`src/rtl/pfra_pkg.sv`:
```
// Package: shared constants, types and codes of the page frame allocator.
package pfra_pkg;

   localparam int NUM_FRAMES  = 4096;
   localparam int FRAME_SHIFT = 12;
   localparam int IDX_W       = $clog2(NUM_FRAMES);
   localparam int ADDR_W      = 52;
   localparam int FREE_W      = 13;
   localparam int CNT_W       = 8;
   localparam logic [CNT_W-1:0] USED_COUNT = 8'd100;
   localparam logic [CNT_W-1:0] MAX_COUNT  = 8'd255;

   typedef enum logic [1:0] {
      OP_ALLOC = 2'd0,
      OP_FREE  = 2'd1,
      OP_SHARE = 2'd2,
      OP_INIT  = 2'd3
   } op_type;

   typedef enum logic [2:0] {
      ST_OK           = 3'd0,
      ST_IGNORED      = 3'd1,
      ST_OOM          = 3'd2,
      ST_NONEXIST     = 3'd3,
      ST_ALREADY_FREE = 3'd4,
      ST_SATURATED    = 3'd5
   } status_type;

   localparam logic CSR_BASE  = 1'b0;
   localparam logic CSR_LIMIT = 1'b1;

   typedef enum logic [3:0] {
      S_CLEAR,
      S_IDLE,
      S_CHECK,
      S_RD,
      S_RDWAIT,
      S_UPDATE,
      S_SCAN,
      S_SCANWAIT,
      S_SCANTEST,
      S_INIT,
      S_RESP
   } state_type;

   // controller -> datapath
   typedef struct packed {
      logic       load_req;
      logic       idx_clear;
      logic       idx_load_top;
      logic       idx_dec;
      logic       idx_inc;
      logic       mem_rd;
      logic       wr_upd;
      logic       wr_init;
      logic       wr_clear;
      logic       wr_grant;
      logic       set_status;
      status_type status;
      logic       rsp_load;
   } cmd_type;

   // datapath -> controller
   typedef struct packed {
      op_type     op;
      logic       idx_zero;
      logic       idx_last;
      status_type check_status;
      logic       check_ok;
      logic       cnt_zero;
      logic       cnt_max;
      logic       none_free;
   } stat_type;

endpackage

```
`src/rtl/pfra_ctrl.sv`:
```
// Controller: sequences clearing, checks, scans, init sweeps and responses.
module pfra_ctrl (
   input  logic               clock,
   input  logic               reset,
   input  logic               req_valid,
   output logic               req_ready,
   output logic               rsp_valid,
   input  logic               rsp_ready,
   input  pfra_pkg::stat_type stat,
   output pfra_pkg::cmd_type  cmd
);
   pfra_pkg::state_type state_ff, state_in;
   logic rsp_valid_ff, rsp_valid_in;

   always_ff @(posedge clock) begin
      if (reset) begin
         state_ff     <= pfra_pkg::S_CLEAR;
         rsp_valid_ff <= 1'b0;
      end else begin
         state_ff     <= state_in;
         rsp_valid_ff <= rsp_valid_in;
      end
   end

   assign rsp_valid = rsp_valid_ff;
   logic rsp_free;
   assign rsp_free = !rsp_valid_ff || rsp_ready;

   // next state and commands
   always_comb begin
      state_in = state_ff;
      cmd = '0;
      cmd.status = pfra_pkg::ST_OK;
      req_ready = 1'b0;
      rsp_valid_in = rsp_valid_ff && !rsp_ready;
      unique case (state_ff)
         pfra_pkg::S_CLEAR: begin
            // sweep the store to zero after reset, one frame a cycle
            cmd.wr_clear = 1'b1;
            if (stat.idx_last) state_in = pfra_pkg::S_IDLE;
            else cmd.idx_inc = 1'b1;
         end
         pfra_pkg::S_IDLE: begin
            req_ready = 1'b1;
            if (req_valid) begin
               cmd.load_req = 1'b1;
               state_in = pfra_pkg::S_CHECK;
            end
         end
         pfra_pkg::S_CHECK: begin
            unique case (stat.op)
               pfra_pkg::OP_ALLOC: begin
                  if (stat.none_free) begin
                     cmd.set_status = 1'b1;
                     cmd.status = pfra_pkg::ST_OOM;
                     state_in = pfra_pkg::S_RESP;
                  end else begin
                     cmd.idx_load_top = 1'b1;
                     state_in = pfra_pkg::S_SCAN;
                  end
               end
               pfra_pkg::OP_INIT: begin
                  cmd.idx_clear = 1'b1;
                  state_in = pfra_pkg::S_INIT;
               end
               default: begin
                  if (!stat.check_ok) begin
                     cmd.set_status = 1'b1;
                     cmd.status = stat.check_status;
                     state_in = pfra_pkg::S_RESP;
                  end else state_in = pfra_pkg::S_RD;
               end
            endcase
         end
         pfra_pkg::S_RD: begin
            cmd.mem_rd = 1'b1;
            state_in = pfra_pkg::S_RDWAIT;
         end
         pfra_pkg::S_RDWAIT: state_in = pfra_pkg::S_UPDATE;
         pfra_pkg::S_UPDATE: begin
            if (stat.op == pfra_pkg::OP_FREE && stat.cnt_zero) begin
               cmd.set_status = 1'b1;
               cmd.status = pfra_pkg::ST_ALREADY_FREE;
            end else if (stat.op == pfra_pkg::OP_SHARE && stat.cnt_max) begin
               cmd.set_status = 1'b1;
               cmd.status = pfra_pkg::ST_SATURATED;
            end else cmd.wr_upd = 1'b1;
            state_in = pfra_pkg::S_RESP;
         end
         pfra_pkg::S_SCAN: begin
            cmd.mem_rd = 1'b1;
            state_in = pfra_pkg::S_SCANWAIT;
         end
         pfra_pkg::S_SCANWAIT: state_in = pfra_pkg::S_SCANTEST;
         pfra_pkg::S_SCANTEST: begin
            // free frames exist, so the downward scan always hits one
            if (stat.cnt_zero) begin
               cmd.wr_grant = 1'b1;
               state_in = pfra_pkg::S_RESP;
            end else begin
               cmd.idx_dec = 1'b1;
               state_in = pfra_pkg::S_SCAN;
            end
         end
         pfra_pkg::S_INIT: begin
            cmd.wr_init = 1'b1;
            if (stat.idx_last) state_in = pfra_pkg::S_RESP;
            else cmd.idx_inc = 1'b1;
         end
         pfra_pkg::S_RESP: begin
            if (rsp_free) begin
               cmd.rsp_load = 1'b1;
               rsp_valid_in = 1'b1;
               state_in = pfra_pkg::S_IDLE;
            end
         end
         default: state_in = pfra_pkg::S_IDLE;
      endcase
   end

`ifndef SYNTHESIS
   a_no_accept_busy: assert property (@(posedge clock) disable iff (reset)
      req_ready |-> state_ff == pfra_pkg::S_IDLE) else $error("accept while busy");
   a_rsp_hold: assert property (@(posedge clock) disable iff (reset)
      rsp_valid && !rsp_ready |=> rsp_valid) else $error("response dropped");
   a_one_write: assert property (@(posedge clock) disable iff (reset)
      $onehot0({cmd.wr_upd, cmd.wr_init, cmd.wr_clear, cmd.wr_grant}))
      else $error("multiple RAM writes");
`endif
endmodule

```
`config.mk`:
```
export PLATFORM = sky130hd
export DESIGN_NAME = pfra_ctrl
export DESIGN_NICKNAME = d
export VERILOG_FILES = /design/src/rtl/pfra_pkg.sv /design/src/rtl/pfra_ctrl.sv
export SDC_FILE = /design/constraint.sdc
export NUM_CORES = 1
export LEC_CHECK = 0
export ABC_AREA = 0
export BUFFER_PORTS_ARGS = -buffer_cell sky130_fd_sc_hd__buf_2
export CAP_MARGIN = 0
export CORE_MARGIN = 2
export CORE_UTILIZATION = 47
export DETAILED_ROUTE_END_ITERATION = 8
export HOLD_SLACK_MARGIN = 0.12
export PLACE_DENSITY_LB_ADDON = 0.15
export SETUP_SLACK_MARGIN = 0.1
export SYNTH_ARGS = -nofsm -noshare
export SYNTH_HDL_FRONTEND = slang
export SYNTH_SLANG_ARGS = --single-unit
```
`constraint.sdc`:
```
create_clock -name clock -period 3.7 [get_ports clock]
set_clock_uncertainty 0.05 [all_clocks]
set_input_delay 0.555 -clock clock [delete_from_list [all_inputs] [get_ports clock]]
set_output_delay 0.555 -clock clock [all_outputs]
set_load 0.05 [all_outputs]
```
==> reports/metrics.yaml <==
synth:
  synth_ff_type: "dfxtp_1"
  syn_avg_cell_area_um2: 6.798
  yosysUniqueCellTypes: 28
  syn-num-nets: 110
  yosysSeqAreaShare_pct: 16.36
  yosys_warnings: 0
  ys_ff_latch: 5
  synth_edf_count: 0
  netlist_area_um2: 611.8
  syn_inst: 90
  synthArstFlopShare_pct: 0
sta:
  tns_ns: 0
  tightest_slew_ns: 0.4553
  hold_viol: 0
  setup_viol: 0
  fmax_mhz: 393.3
  rsz0062_at_grt: "false"
  fin_crit_sh_pct: 68.71
  slew_viol_final: 0
  final.setup.worst_slack_ns: 1.158
  max_slew_margin_pct: 69.61
  period_needed_ns: 2.542
min_path:
  hp-start: "rsp_valid"
  hp-class: "flip-flop to flip-flop"
detailed_routing:
  ant_nets: 0
  wl_um: 1393
  vias_per_cell: 5.015
  drtPass1Iterations: 2
  via_count: 677
  drc_errors: 0
  drt_iter0_drc: 2
  routedWlPerCell_um: 10.32
cells_and_area:
  fillerInstances: 127
  layout-drive-gt1-share_pct: 31.67
  nNetsFinal: 141
  num_antenna_cells: 0
  layout_common_cells: "buf_2, nor2_1, inv_1, nand2_1, a21oi_1"
  final_common_cell: "buf_2"
  finalInstanceArea_um2: 788.3
  area_growth_pct: 28.83
  instances_no_fill: 135
setup_path:
  reg2reg_to: "state_ff[3]"
  cp_max_fo: 5
  crit_required_ns: 3.09
  path_cells: "buf_2, inv_1, ha_1, nor2b_1, nor2b_1, nand2_1, o21ai_0, buf_2"
  cpMaxStageDelayCell: "ha_1"
  arrival_ns: 1.94
  crit_path_end: "cmd[1]"
  slowest_delay_ns: 0.36
  start_kind: "input port"
  crit_path_end_kind: "primary output"
  critPathTopFamily: "simple AND/OR/NAND/NOR gates"
  path_depth: 8
  ff2ff_path_depth: 4
  timing.rr.start: "state_ff[0]"
  critPathLaunch: "stat[9]"
  crit_buf_inv: 3
  path_class: "input port to primary output"
  rrSetupSlack_ns: 1.97
cts:
  htree_levels: 1
  post_cts_buffers: 0
  cts_sinks: 5
  cts-resized-gates: 0
  cts_buffers: 3
  cts_root_buf: "clkbuf_4"
  hold_buffers: 0
  clockBufferDepth: 2
  cts_tree: "yes"
  clock_latency_ns: 0.25
  clkTransAtPathRegs_ns: 0.05
power:
  p_total_mw: 0.1870
  ir_drop_mv: 0.1987
  p_per_area_mw_per_mm2: 237.2
  leakage_nw: 0.4126
global_route:
  overflow: 0
  antenna_found_initial: 0
  grt_start_max_net_pins: 15
  gr-usage-all-layers_pct: 20.46
  grt_pass1_vias: 530
  grt_pass1_wl_um: 2187
floorplanning:
  start_util_pct: 48.85
  die_area_mm2: 0.001606
  rows: 13
  die_w_um: 40.08
  fp.dieH_um: 40.08
  fp.coreArea_mm2: 0.001252
  io-pin-count: 32
placement:
  dp_cells: 131
  dpl_cell_area_um2: 762.0
  hpwl_um: 1126
  pre_cts_ws_ns: 1.143
  port_buffers: 30
  gp_congestion: 0.7972
run:
  drv_cap: 0
outcome:
  run_status: "completed"
==> tightest hold or removal path, cell delays in order, from the launching register on <==
cell and delay [ns]:
dfxtp_1 0.30, nand2b_1 0.10, a21oi_1 0.07
==> sequential cells by signal (all words and copies together) (netlist names) <==
signal,flops
state_ff,4
rsp_valid,1
==> metrics by stage <==
stage | hold WS, ns | util [%]
after global routing | 0.4982 | 62.94
after floorplan | 0.5741 | -
after global placement | 0.4589 | 60.84
after CTS | 0.4766 | 62.94
final | 0.4699 | 62.94
after detailed placement | 0.4642 | 60.84
==> area by class of cell <==
type / instances / area, um2 / area share, %
clock buffer: 4 / 26.28 / 3.333
timing repair buffer: 30 / 150.1 / 19.05
sequential: 5 / 100.1 / 12.70
multi-input combinational: 72 / 459.2 / 58.25
tap: 15 / 18.77 / 2.381
inverter: 9 / 33.78 / 4.286
==> cell usage after synthesis, types with 2 or more instances <==
cell type   n  area, um2
a211oi_1    3      22.52
and2_1      2      12.51
nand2b_1    5      31.28
and3_1      3      18.77
ha_1        5      62.56
inv_1       9      33.78
nor4_1      3      18.77
buf_2       3      15.01
nor3_1      4      20.02
nor2b_1     4      25.02
dfxtp_1     5      100.1
a21oi_1     6      30.03
nand2_1     9      33.78
o21ai_0     4      20.02
nor2_1     12      45.04
==> per-layer routing <==
layer  up-vias  track usage, %  share of wire [%]
met2        25           33.87                 46
li1        370               -                  -
met4         0               0                  0
met5         -               0                  0
met1       282           26.16                 47
met3         0           8.333                6.7
==> kinds of logic (layout without fill, tap and decap cells) <==
family	count (synthesis)	count (layout)	share of synthesized area [%]
AO/OA/AOI/OAI	19	19	22.09
XOR/XNOR	2	2	2.864
adder cells (fa/ha/maj)	5	5	10.22
buffers and inverters	13	43	8.587
flip-flops	5	5	16.36
multiplexers	1	1	1.840
AND/OR/NAND/NOR	45	45	38.04
==> worst min path at each step <==
stage / to / slack [ns] / depth (start not counted)
6_report: rsp_valid / 0.47 / 2
5_1_grt: rsp_valid / 0.50 / 2
4_1_cts: rsp_valid / 0.48 / 2
3_5_place_dp: rsp_valid / 0.46 / 2
3_3_place_gp: rsp_valid / 0.46 / 2
2_1_floorplan: rsp_valid / 0.57 / 1
==> where the power goes <==
part           switching, mW  internal, mW  total, mW
Clock                 0.0230        0.0408     0.0638
Combinational         0.0395        0.0226     0.0621
Sequential           0.00535        0.0557     0.0610
Total                 0.0679         0.119      0.187
No activity file was read; power rests on OpenSTA's default activity.
